### src/sv/bpc_pkg.sv
// package for the barometric pressure compensation block
// holds the scale table, widths and the saturation helper; no dependencies
`timescale 1ns / 1ps
`default_nettype none
package bpc_pkg;

    localparam int QW = 64;     // internal fixed-point word, 24 fraction bits
    localparam int RAW_W = 24;
    localparam int SCW = 31;    // scaled value fits in 31 signed bits

    localparam logic signed [QW-1:0] LIM_Q = 64'sd35184372088832;

    localparam int OUT_W = 64;  // tdata width: 32 + 24 = 56 -> 7 bytes, pad to 64

    typedef enum logic [2:0] {
        REG_COEF_A  = 3'd0,
        REG_COEF_B  = 3'd1,
        REG_COEF_C  = 3'd2,
        REG_P_OSR   = 3'd3,
        REG_T_OSR   = 3'd4
    } reg_idx_t;

    function automatic logic [22:0] scale_lookup(input logic [2:0] code);
        logic [22:0] r;
        unique case (code)
            3'd0: r = 23'd524288;
            3'd1: r = 23'd1572864;
            3'd2: r = 23'd3670016;
            3'd3: r = 23'd7864320;
            3'd4: r = 23'd253952;
            3'd5: r = 23'd516096;
            3'd6: r = 23'd1040384;
            default: r = 23'd2088960;
        endcase
        return r;
    endfunction

    function automatic logic signed [QW-1:0] satq(input logic signed [QW-1:0] x);
        logic signed [QW-1:0] r;
        if (x > LIM_Q) r = LIM_Q;
        else if (x < -LIM_Q) r = -LIM_Q;
        else r = x;
        return r;
    endfunction

    typedef struct packed {
        logic start;
        logic busy;
    } div_ctl_t;

endpackage
`default_nettype wire

### src/sv/barometric_pressure_compensation.sv
// top level of the barometric pressure compensation block
// depends on bpc_pkg, bpc_div and bpc_mul
//
// channel  dir  beat contents (lowest bit first)
// s_axis   in   tuser: temp_ready, press_ready; tdata: temp_reading, press_reading
// m_axis   out  tuser: temp_ready_echo, press_ready_echo;
//               tdata: pressure_fixed, temperature_fixed, zero pad
// cfg      in   wr_en, wr_idx, wr_data (one register per write)
//
// one beat runs from accept to next accept with a free output through:
// the accept cycle, two serial divides (start, 48 quotient bits, done),
// eight digit-serial multiplies (start, 8 digits, done) on a
// single shared multiplier, a finish cycle and the output load cycle
// reset clears the held raw readings, coefficients and codes (codes to 4)
// a finished result sits in the output register; a new beat is taken while
// it waits, but the next result waits for the output to drain
`timescale 1ns / 1ps
`default_nettype none
module barometric_pressure_compensation (
    input  wire logic        clk,
    input  wire logic        rst_n,
    input  wire logic        s_axis_tvalid,
    output logic             s_axis_tready,
    input  wire logic [47:0] s_axis_tdata,  // temp_reading, press_reading
    input  wire logic [1:0]  s_axis_tuser,  // temp_ready, press_ready
    output logic             m_axis_tvalid,
    input  wire logic        m_axis_tready,
    output logic [63:0]      m_axis_tdata,  // pressure_fixed, temperature_fixed, pad
    output logic [1:0]       m_axis_tuser,  // temp_ready_echo, press_ready_echo
    input  wire logic        wr_en,
    input  wire logic [2:0]  wr_idx,
    input  wire logic [63:0] wr_data
);
    import bpc_pkg::*;

    typedef enum logic [3:0] {
        S_IDLE, S_DIVT, S_DIVP, S_M1, S_M2, S_M3, S_M4, S_M5,
        S_M6, S_M7, S_M8, S_FIN, S_HOLD
    } state_t;

    state_t state_reg;
    logic [63:0] wa_reg, wb_reg;
    logic [15:0] wc_reg;
    logic [2:0]  posr_reg, tosr_reg;
    logic [23:0] ht_reg, hp_reg;
    logic [1:0]  flg_reg;
    logic signed [QW-1:0] st_reg, sp_reg, h_reg, g_reg, t_reg, acc_reg;
    logic        mwait_reg;
    logic        dwait_reg;
    logic        ov_reg;
    logic [63:0] od_reg;
    logic [1:0]  ou_reg;
    logic        out_load;

    // coefficients
    logic signed [11:0] c0, c1;
    logic signed [19:0] c00, c10;
    logic signed [15:0] c01, c11, c20, c21, c30;
    assign c0  = wa_reg[63:52];
    assign c1  = wa_reg[51:40];
    assign c00 = wa_reg[39:20];
    assign c10 = wa_reg[19:0];
    assign c01 = wb_reg[63:48];
    assign c11 = wb_reg[47:32];
    assign c20 = wb_reg[31:16];
    assign c21 = wb_reg[15:0];
    assign c30 = wc_reg;

    // shared divider
    logic div_start, div_done;
    logic signed [RAW_W-1:0] div_raw;
    logic [22:0] div_den;
    logic signed [QW-1:0] div_q;
    bpc_div u_div (.clk, .rst_n, .start(div_start), .raw(div_raw), .divisor(div_den),
                   .done(div_done), .quot(div_q));

    // shared multiplier
    logic mul_start, mul_done;
    logic signed [QW-1:0] mul_a;
    logic signed [31:0] mul_b;
    logic signed [95:0] mul_p;
    bpc_mul u_mul (.clk, .rst_n, .start(mul_start), .a(mul_a), .b(mul_b),
                   .done(mul_done), .prod(mul_p));

    logic signed [QW-1:0] prod64, q24prod;
    assign prod64 = mul_p[63:0];
    // q24 product: floor(a*s / 2^24), saturated
    assign q24prod = satq(mul_p[87:24]);

    logic signed [QW-1:0] c0h, tsh, psh;
    assign c0h = QW'((c0 / 12'sd2)) <<< 24;
    assign tsh = t_reg >>> 16;
    assign psh = acc_reg >>> 18;

    always_comb
    begin
        div_start = 1'b0;
        div_raw = ht_reg;
        div_den = scale_lookup(tosr_reg);
        mul_start = 1'b0;
        mul_a = '0;
        mul_b = '0;
        if (state_reg == S_DIVP)
        begin
            div_raw = hp_reg;
            div_den = scale_lookup(posr_reg);
        end
        unique case (state_reg)
            S_M1: begin mul_a = QW'(c30); mul_b = sp_reg[31:0]; end
            S_M2: begin mul_a = h_reg;    mul_b = sp_reg[31:0]; end
            S_M3: begin mul_a = h_reg;    mul_b = sp_reg[31:0]; end
            S_M4: begin mul_a = QW'(c21); mul_b = sp_reg[31:0]; end
            S_M5: begin mul_a = g_reg;    mul_b = sp_reg[31:0]; end
            S_M6: begin mul_a = g_reg;    mul_b = st_reg[31:0]; end
            S_M7: begin mul_a = QW'(c01); mul_b = st_reg[31:0]; end
            S_M8: begin mul_a = QW'(c1);  mul_b = st_reg[31:0]; end
            default: ;
        endcase
        if (state_reg >= S_M1 && state_reg <= S_M8 && !mwait_reg)
            mul_start = 1'b1;
        // held readings are already updated when the divides start
        if ((state_reg == S_DIVT || state_reg == S_DIVP) && !dwait_reg)
            div_start = 1'b1;
    end

    assign s_axis_tready = (state_reg == S_IDLE);
    assign out_load = (state_reg == S_HOLD) && (!ov_reg || m_axis_tready);

    logic [23:0] t_in, p_in;
    assign t_in = s_axis_tdata[23:0];
    assign p_in = s_axis_tdata[47:24];

    always_ff @(posedge clk or negedge rst_n)
    begin
        if (!rst_n)
        begin
            state_reg <= S_IDLE;
            wa_reg <= '0; wb_reg <= '0; wc_reg <= '0;
            posr_reg <= 3'd4; tosr_reg <= 3'd4;
            ht_reg <= '0; hp_reg <= '0;
            flg_reg <= '0;
            st_reg <= '0; sp_reg <= '0; h_reg <= '0; g_reg <= '0;
            t_reg <= '0; acc_reg <= '0;
            mwait_reg <= 1'b0;
            dwait_reg <= 1'b0;
            ov_reg <= 1'b0;
            od_reg <= '0;
            ou_reg <= '0;
        end
        else
        begin
            if (wr_en)
            begin
                unique case (wr_idx)
                    REG_COEF_A: wa_reg <= wr_data;
                    REG_COEF_B: wb_reg <= wr_data;
                    REG_COEF_C: wc_reg <= wr_data[15:0];
                    REG_P_OSR:  posr_reg <= wr_data[2:0];
                    REG_T_OSR:  tosr_reg <= wr_data[2:0];
                    default: ;
                endcase
            end
            if (out_load)
                ov_reg <= 1'b1;
            else if (m_axis_tready)
                ov_reg <= 1'b0;
            if (mul_start)
                mwait_reg <= 1'b1;
            else if (mul_done)
                mwait_reg <= 1'b0;
            if (div_start)
                dwait_reg <= 1'b1;
            else if (div_done)
                dwait_reg <= 1'b0;
            unique case (state_reg)
                S_IDLE:
                begin
                    if (s_axis_tvalid)
                    begin
                        flg_reg <= s_axis_tuser;
                        if (s_axis_tuser[0])
                            ht_reg <= t_in;
                        if (s_axis_tuser[1])
                            hp_reg <= p_in;
                        state_reg <= S_DIVT;
                    end
                end
                S_DIVT:
                begin
                    if (div_done)
                    begin
                        st_reg <= div_q;
                        state_reg <= S_DIVP;
                    end
                end
                S_DIVP:
                begin
                    if (div_done)
                    begin
                        sp_reg <= div_q;
                        state_reg <= S_M1;
                    end
                end
                S_M1: if (mul_done)
                begin
                    h_reg <= satq((QW'(c20) <<< 24) + prod64);
                    state_reg <= S_M2;
                end
                S_M2: if (mul_done)
                begin
                    h_reg <= satq((QW'(c10) <<< 24) + q24prod);
                    state_reg <= S_M3;
                end
                S_M3: if (mul_done)
                begin
                    h_reg <= q24prod;
                    state_reg <= S_M4;
                end
                S_M4: if (mul_done)
                begin
                    g_reg <= satq((QW'(c11) <<< 24) + prod64);
                    state_reg <= S_M5;
                end
                S_M5: if (mul_done)
                begin
                    g_reg <= q24prod;
                    state_reg <= S_M6;
                end
                S_M6: if (mul_done)
                begin
                    acc_reg <= (QW'(c00) <<< 24) + h_reg + q24prod;
                    state_reg <= S_M7;
                end
                S_M7: if (mul_done)
                begin
                    acc_reg <= acc_reg + prod64;
                    state_reg <= S_M8;
                end
                S_M8: if (mul_done)
                begin
                    t_reg <= c0h + prod64;
                    state_reg <= S_FIN;
                end
                S_FIN: state_reg <= S_HOLD;
                S_HOLD:
                begin
                    if (out_load)
                    begin
                        ou_reg <= flg_reg;
                        od_reg <= {8'd0,
                            (tsh > 64'sd8388607) ? 24'h7FFFFF :
                            (tsh < -64'sd8388608) ? 24'h800000 : tsh[23:0],
                            (psh > 64'sd2147483647) ? 32'h7FFFFFFF :
                            (psh < -64'sd2147483648) ? 32'h80000000 : psh[31:0]};
                        state_reg <= S_IDLE;
                    end
                end
                default: state_reg <= S_IDLE;
            endcase
        end
    end

    assign m_axis_tvalid = ov_reg;
    assign m_axis_tdata = od_reg;
    assign m_axis_tuser = ou_reg;

`ifndef SYNTH
    a_busy_no_take: assert property (@(posedge clk) disable iff (!rst_n)
        (state_reg != S_IDLE) |-> !s_axis_tready)
        else $error("input taken while busy");
    a_one_op: assert property (@(posedge clk) disable iff (!rst_n)
        !(mul_start && mwait_reg))
        else $error("multiplier restarted while running");
    a_one_div: assert property (@(posedge clk) disable iff (!rst_n)
        !(div_start && dwait_reg))
        else $error("divider restarted while running");
    a_out_hold: assert property (@(posedge clk) disable iff (!rst_n)
        (m_axis_tvalid && !m_axis_tready) |=> m_axis_tvalid)
        else $error("result dropped");
`endif
endmodule
`default_nettype wire

### src/sv/bpc_div.sv
// bit-serial restoring divider: |raw| * 2^24 / scale, truncated toward zero
// depends on bpc_pkg
`timescale 1ns / 1ps
`default_nettype none
module bpc_div (
    input  wire logic clk,
    input  wire logic rst_n,
    input  wire logic start,
    input  wire logic signed [bpc_pkg::RAW_W-1:0] raw,
    input  wire logic [22:0] divisor,
    output logic done,
    output logic signed [bpc_pkg::QW-1:0] quot
);
    import bpc_pkg::*;

    // dividend magnitude up to 2^47, quotient up to 48 bits
    logic [47:0] dvd_reg, dvd_next;
    logic [47:0] q_reg, q_next;
    logic [23:0] rem_reg, rem_next;
    logic [5:0]  cnt_reg, cnt_next;
    logic        neg_reg, neg_next;
    logic        busy_reg, busy_next;
    logic        done_reg, done_next;
    logic [23:0] trial;
    logic [24:0] diff;

    always_comb
    begin
        dvd_next = dvd_reg;
        q_next = q_reg;
        rem_next = rem_reg;
        cnt_next = cnt_reg;
        neg_next = neg_reg;
        busy_next = busy_reg;
        done_next = 1'b0;
        trial = {rem_reg[22:0], dvd_reg[47]};
        diff = {1'b0, trial} - {2'b0, divisor};
        if (start)
        begin
            neg_next = raw[RAW_W-1];
            dvd_next = {(raw[RAW_W-1] ? 24'(-raw) : 24'(raw)), 24'd0};
            rem_next = '0;
            q_next = '0;
            cnt_next = 6'd48;
            busy_next = 1'b1;
        end
        else if (busy_reg)
        begin
            // one quotient bit per cycle
            dvd_next = {dvd_reg[46:0], 1'b0};
            if (!diff[24])
            begin
                rem_next = diff[23:0];
                q_next = {q_reg[46:0], 1'b1};
            end
            else
            begin
                rem_next = trial;
                q_next = {q_reg[46:0], 1'b0};
            end
            cnt_next = cnt_reg - 6'd1;
            if (cnt_reg == 6'd1)
            begin
                busy_next = 1'b0;
                done_next = 1'b1;
            end
        end
    end

    always_ff @(posedge clk or negedge rst_n)
    begin
        if (!rst_n)
        begin
            busy_reg <= 1'b0;
            done_reg <= 1'b0;
            cnt_reg <= '0;
        end
        else
        begin
            busy_reg <= busy_next;
            done_reg <= done_next;
            cnt_reg <= cnt_next;
        end
    end

    always_ff @(posedge clk)
    begin
        dvd_reg <= dvd_next;
        q_reg <= q_next;
        rem_reg <= rem_next;
        neg_reg <= neg_next;
    end

    assign done = done_reg;
    assign quot = neg_reg ? -$signed({16'd0, q_reg}) : $signed({16'd0, q_reg});
endmodule
`default_nettype wire

### src/sv/bpc_mul.sv
// digit-serial multiplier: signed 64-bit value times signed 32-bit value,
// 4-bit digit per cycle, 96-bit product; depends on bpc_pkg
`timescale 1ns / 1ps
`default_nettype none
module bpc_mul (
    input  wire logic clk,
    input  wire logic rst_n,
    input  wire logic start,
    input  wire logic signed [bpc_pkg::QW-1:0] a,
    input  wire logic signed [31:0] b,
    output logic done,
    output logic signed [95:0] prod
);
    import bpc_pkg::*;

    logic signed [95:0] acc_reg, acc_next;
    logic signed [95:0] a_reg, a_next;
    logic [31:0] b_reg, b_next;
    logic [3:0] cnt_reg, cnt_next;
    logic busy_reg, busy_next;
    logic done_reg, done_next;
    logic signed [100:0] pp;

    always_comb
    begin
        acc_next = acc_reg;
        a_next = a_reg;
        b_next = b_reg;
        cnt_next = cnt_reg;
        busy_next = busy_reg;
        done_next = 1'b0;
        // top digit is signed, lower digits unsigned
        if (cnt_reg == 4'd1)
            pp = a_reg * $signed({{1{b_reg[3]}}, b_reg[3:0]});
        else
            pp = a_reg * $signed({1'b0, b_reg[3:0]});
        if (start)
        begin
            acc_next = '0;
            a_next = 96'(a);
            b_next = b;
            cnt_next = 4'd8;
            busy_next = 1'b1;
        end
        else if (busy_reg)
        begin
            acc_next = acc_reg + 96'(pp);
            a_next = a_reg <<< 4;
            b_next = {4'd0, b_reg[31:4]};
            cnt_next = cnt_reg - 4'd1;
            if (cnt_reg == 4'd1)
            begin
                busy_next = 1'b0;
                done_next = 1'b1;
            end
        end
    end

    always_ff @(posedge clk or negedge rst_n)
    begin
        if (!rst_n)
        begin
            busy_reg <= 1'b0;
            done_reg <= 1'b0;
            cnt_reg <= '0;
        end
        else
        begin
            busy_reg <= busy_next;
            done_reg <= done_next;
            cnt_reg <= cnt_next;
        end
    end

    always_ff @(posedge clk)
    begin
        acc_reg <= acc_next;
        a_reg <= a_next;
        b_reg <= b_next;
    end

    assign done = done_reg;
    assign prod = acc_reg;
endmodule
`default_nettype wire
### config.mk
export PLATFORM = sky130hd
export DESIGN_NAME = barometric_pressure_compensation
export DESIGN_NICKNAME = d
export VERILOG_FILES = /design/src/sv/bpc_pkg.sv /design/src/sv/barometric_pressure_compensation.sv /design/src/sv/bpc_div.sv /design/src/sv/bpc_mul.sv
export SDC_FILE = /design/constraint.sdc
export NUM_CORES = 2
export LEC_CHECK = 0
export BUFFER_PORTS_ARGS = -buffer_cell sky130_fd_sc_hd__buf_2
export CORE_ASPECT_RATIO = 0.9
export CORE_MARGIN = 3
export CORE_UTILIZATION = 60
export DETAILED_ROUTE_END_ITERATION = 10
export GPL_ROUTABILITY_DRIVEN = 0
export PLACE_DENSITY = 0.77
export SLEW_MARGIN = 0
export SYNTH_ARGS = -nofsm -noshare
export SYNTH_HDL_FRONTEND = slang
export SYNTH_SLANG_ARGS = --single-unit
export TNS_END_PERCENT = 100
### constraint.sdc
create_clock -name clk -period 11.4 [get_ports clk]
set_input_delay 2.28 -clock clk [delete_from_list [all_inputs] [get_ports clk]]
set_output_delay 2.28 -clock clk [all_outputs]
set_load 0.1 [all_outputs]
=== Yosys cells after proc, flatten, opt, wreduce, memory -nomap -nowiden ===
Index checks and enable logic that the tools add are counted.

* Register bits after elaboration: 903
* Input port bits: 122
* Output and inout port bits: 68

* Add/sub/neg operators: 14
* Multipliers: 2
* Order comparisons: 14
* Equality and inequality tests: 42
* Mux-type cells: 75
* Bitwise logic cells: 1
* Reduce and logical (&&, ||, !) cells: 41

{| class="wikitable"
|+ Operators with widths
! kind !! count
|-
| $mux 64 || 14
|-
| $pmux 64 s6 || 1
|-
| $pmux 23 s7 || 2
|-
| $mux 96 || 3
|-
| $gt 64x47->1 const B || 4
|-
| $lt 64x46->1 const B || 4
|-
| $pmux 64 s2 || 2
|-
| $add 64x64->64 || 3
|-
| $pmux 64 s3 || 1
|-
| $mux 32 || 5
|-
| $add 40x64->64 || 2
|-
| $add 44x64->64 || 2
|-
| $add 96x96->96 || 1
|-
| $mul 96x4->96 || 1
|-
| $mul 96x5->96 || 1
|-
| $mux 24 || 4
|-
| $mux 48 || 2
|-
| $pmux 32 s2 || 1
|-
| $mux 4 || 14
|-
| $pmux 4 s13 || 1
|-
| $gt 48x24->1 const B || 1
|-
| $lt 48x24->1 const B || 1
|-
| $gt 46x32->1 const B || 1
|-
| $lt 46x32->1 const B || 1
|-
| other kinds (36) || 117
|}

=== Depth between registers and ports, before layout ===
* Word-level depth: 9
* Gate-level depth with buffers: 40
* Mapped depth without buffers: 38

=== Cells and area by module ===
From an unflattened synthesis, not the netlist that was laid out.

* Cell total of the unflattened synthesis: 10,759
* Area, all modules: 91,888.1 sq um

{| class="wikitable"
|+ By module, submodules not included
! module !! times used !! cells an instance !! area an instance (sq um)
|-
| barometric_pressure_compensation || 1 || 4,934 || 43,669.4
|-
| bpc_mul || 1 || 4,992 || 41,090.7
|-
| bpc_div || 1 || 833 || 7,128.1
|}

=== Worst setup path after synthesis ===
Ideal clock, no wire load.

* Kind: reg2reg
* Start point: register u_mul.b_reg[3]
* End point: register u_mul.acc_reg[84], in the netlist u_mul.prod[84]
* Library setup time: 0.087 ns
* Arrival time: 8.021 ns
* Required time: 11.313 ns
* Path slack: 3.292 ns
* Stages on the path, launching flop included: 38
* Buffers on the path: 4
* Period minus slack after synthesis: 8.108 ns
* Path through: edfxtp_1 -> clkbuf_1 -> clkbuf_1 -> clkbuf_1 -> and2_1 -> ha_1 -> fa_1 -> inv_1 -> fa_1 -> inv_1 -> ha_1 -> o21a_1 -> nor2_1 -> or4_1 -> o21a_1 -> o21ai_0 -> a31oi_1 -> or2_2 -> [... 2 more ...] -> nor2_1 -> xor2_1 -> a21oi_1 -> ha_1 -> clkbuf_1 -> a21o_1 -> a21o_1 -> a21o_1 -> a21oi_1 -> nor2b_1 -> o21ai_0 -> nand2b_1 -> nor2b_1 -> a211o_1 -> a2111oi_0 -> nor3b_1 -> o21a_1 -> o31ai_1

* Cells in the longest elaborated chain, start to end: 3

{| class="wikitable"
|+ Ends and longest elaborated chain
! element !! line !! RTL
|-
| start, declared || bpc_mul.sv:18 || <nowiki>logic [31:0] b_reg, b_next;</nowiki>
|-
| start signal, assigned || bpc_mul.sv:79 || <nowiki>b_reg <= b_next;</nowiki>
|-
| $mul 96x5->96 / $mul 96x4->96 (equally long branches) || bpc_mul.sv:36, bpc_mul.sv:34 ||
|-
| $mux 96 (*) || bpc_mul.sv:33 || <nowiki>if (cnt_reg == 4'd1)</nowiki>
|-
| $add 96x96->96 (*) || bpc_mul.sv:47 || <nowiki>acc_next = acc_reg + 96'(pp);</nowiki>
|-
| end signal, assigned || bpc_mul.sv:77 || <nowiki>acc_reg <= acc_next;</nowiki>
|-
| end, declared || bpc_mul.sv:16 || <nowiki>logic signed [95:0] acc_reg, acc_next;</nowiki>
|}

Every way passes the cells marked *; elsewhere a longest branch is shown, timed or not.
A chain may end at the register's enable or synchronous reset.

=== Worst setup path after layout ===
* Start point: register u_mul.b_reg[3]
* End point: register u_mul.acc_reg[87], in the netlist u_mul.prod[87]

Same word-level chain as after synthesis.

==> results_dict.tcl <==
set metrics [dict create \
    timing.final.hold_violations 0 \
    fin_ws_ns 0.878 \
    initial_core_util_pct 60.6 \
    finalSetupTns_ns 0 \
    io_buffers 181 \
    arrival_ns 11.18 \
    tightest_slew_ns 1.51 \
    pin_count 190 \
    grt_antenna_before_repair 27 \
    ys_ff_latch 871 \
    synth-edff-count 145 \
    yosysWarnings 0 \
    avgSynthCellArea_sq_um 8.60 \
    synth_flop_cell "dfrtp_1" \
    synth-compound-area-share_pct 21.3 \
    async_reset_ff_share_pct 66.9 \
    run_status "complete, but fails checks" \
    clk_latency_ns 0.73 \
    gr-total-overflow 0 \
    clockBufferDepth 3 \
    initialDrtViolationCount 9839 \
    layout.nets 10900 \
    utilization_pct 64.8 \
    hp-class "flop to flop" \
    die_h_um 360 \
    synth-simple-area-share_pct 16.6 \
    post_cts_resized 0 \
    post-route-min-period_ns 10.52 \
    cts_hold_buffers 0 \
    postCtsSetupRepairBufs 0 \
    cp-start-kind "flop" \
    ant_nets 0 \
    track_usage_pct 37.8 \
    wl_mm 278 \
    slew_headroom_pct -0.553 \
    end_kind "flop" \
    grt_first_pass_wirelength_mm 427 \
    maxCapViolations 0 \
    ys_seq_area_share_pct 26.1 \
    clkTransAtPathRegs_ns 0.06 \
    via_per_inst 6.64 \
    rows 129 \
    synthAdderAreaFrac_pct 20.7 \
    post-route-period-util_pct 92.3 \
    numClockSinks 871 \
    setup_violations 0 \
    core_area_sq_um 138000 \
    rsz0062_at_grt "false" \
    dp_slack_ns 1.36 \
    skew_ns 0.0481 \
    dp_hpwl_mm 214 \
    cp_max_fo 171 \
    syn_inst 9711 \
    dieArea_sq_um 144000 \
    max_freq_ghz 0.0950 \
    grt_max_degree 172 \
    cp.required_ns 12.05 \
    drive_gt1_share_pct 7.66 \
    synthXorXnorAreaFrac_pct 5.74 \
    fp.dieW_um 399 \
    cpPeakStageDelay_ns 1.29 \
    multi_input_area_sq_um 57700 \
    regArea_sq_um 21800 \
    h-tree-depth 3 \
    synth_mux_area_share_pct 4.57 \
    timing_worst_setup_path_type "flop to flop" \
    synth_top_family_by_area "compound AO/OA/AOI/OAI gates" \
    num_vias 76900 \
    crit_path_frequent_cell "a21o_1" \
    grt_pass1_vias 73500 \
    dr.pass1.iters 8 \
    violations "max-slew violations" \
    wl_per_cell_um 24.0 \
    cts_made_buffers 96 \
    cts_tree "done" \
    slew_violations 6 \
    remaining_drc_errors 0 \
    synth_cell_types 93 \
    cts-root-buf "clkbuf_16" \
    n_fill_cell 11500 \
    cp_slowest_cell "a221oi_1" \
    syn_area_sq_um 83500 \
    areaGrowthSynthToFinish_pct 6.92 \
]
[final cells by class]
class | instances | area share [%]
antenna | 17 | 0.0477
clock buffer | 135 | 3.07
clock inverter | 46 | 0.551
inverter | 627 | 2.64
multi-input combinational | 7754 | 64.6
sequential | 871 | 24.4
tap | 1834 | 2.57
timing repair buffer | 296 | 2.05
[final timing paths]
kind | startpoint | end | slack [ns] | depth (start not counted)
min | flg_reg[0] | flg_reg[0] | 0.47 | 2
min in group asynchronous | rst_n | ht_reg[18] | 1.61 | 1
max in group asynchronous | rst_n | u_div.busy_reg | 7.53 | 3
max reg2reg | u_mul.b_reg[3] | u_mul.prod[87] | 0.88 | 34
max | u_mul.b_reg[3] | u_mul.prod[87] | 0.88 | 34
min reg2reg | flg_reg[0] | flg_reg[0] | 0.47 | 2
[logic make-up (layout without fill, tap and decap cells)]
kind of cell / after synthesis / after routing
AND/OR/NAND/NOR: 2903 / 2903
other: 1 / 25
multiplexers: 355 / 355
flip-flops: 871 / 871
AO/OA/AOI/OAI: 2792 / 2792
XOR/XNOR: 547 / 547
buffers and inverters: 1093 / 1104
adder cells (fa/ha/maj): 1149 / 1149
[critical path: cells and delay by family (launching register included)]
kind	cells	cell delay, ns
XOR/XNOR	1	0.16
buffers and inverters	1	0.41
AO/OA/AOI/OAI	19	6.02
AND/OR/NAND/NOR	6	0.83
multiplexers	2	0.40
flip-flops	1	0.38
adder cells (fa/ha/maj)	5	2.07
[layer usage]
metal | wire length, um | vias up | track usage (%) | share of wire, %
met2 | 113000 | 4730 | 53.6 | 41
met5 | 211 | - | 0 | 0.076
met3 | 40600 | 1051 | 13.5 | 15
li1 | - | 34300 | - | -
met1 | 107000 | 36800 | 50.8 | 38
met4 | 17300 | 30 | 19.4 | 6.2
[cells in the final DEF (no fill, tap or decap), types with 48 or more instances in the layout]
cell type  netlist  layout
a221o_1         62      62
o31ai_1         59      59
a22oi_1         63      63
ha_1           764     764
o21ai_0        702     700
nand2b_1        88      88
nor3_1         110     110
mux2_2         212     212
a31oi_1        116     116
dfxtp_1        143     143
inv_1          625     624
and3_1         113     111
buf_2            5     180
nand4_1        114     114
a221oi_1        60      60
fa_1           385     385
edfxtp_1       145     145
o21bai_1       102     102
nor4_1          48      48
nor2b_1        152     152
dfrtp_1        581     579
a21oi_1        759     758
a211oi_1        64      64
mux2i_1        143     143
and2_1         336     336
nand2_1        900     897
xor2_1         260     260
buf_4           10     110
xnor2_1        287     287
nor2_1         752     742
a21o_1         411     411
nand3_1        143     141
clkbuf_16        0     101
o21a_1          72      71
[synth_stat cells (all sizes together) (21+ instances only)]
library cell / count / area [sq um]
a211o: 21 / 184
a211oi: 64 / 480
a21boi: 26 / 199
a21o: 411 / 3090
a21oi: 760 / 3810
a221o: 62 / 621
a221oi: 60 / 526
a222oi: 22 / 220
a22oi: 63 / 473
a31oi: 116 / 726
a41oi: 25 / 219
and2: 336 / 2100
and3: 113 / 707
buf: 37 / 205
clkbuf: 429 / 1610
dfrtp: 581 / 14500
dfxtp: 143 / 2860
edfxtp: 145 / 4350
fa: 385 / 7710
ha: 764 / 9560
inv: 625 / 2350
mux2: 212 / 2390
mux2i: 143 / 1430
nand2: 900 / 3380
nand2b: 88 / 551
nand3: 143 / 716
nand4: 114 / 713
nor2: 752 / 2820
nor2b: 152 / 951
nor3: 111 / 561
nor4: 48 / 300
o211ai: 41 / 308
o21a: 72 / 541
o21ai: 706 / 3530
o21bai: 102 / 766
o22ai: 22 / 138
o31ai: 62 / 480
or3: 44 / 275
or4: 21 / 158
xnor2: 287 / 2510
xor2: 260 / 2280
[through the flow]
step / cell area, sq um / cells / hold WS (ns)
after global placement: 86000 / 11400 / 0.454
final: 89300 / 11600 / 0.472
after detailed placement: 86000 / 11400 / 0.460
after global routing: 89200 / 11600 / 0.494
after floorplan: 83500 / 9718 / 0.442
after CTS: 89200 / 11600 / 0.475
Power is left out: the tool's default activity adds up to more than one toggle a clock period on the data nets, which glitch-free logic cannot reach.
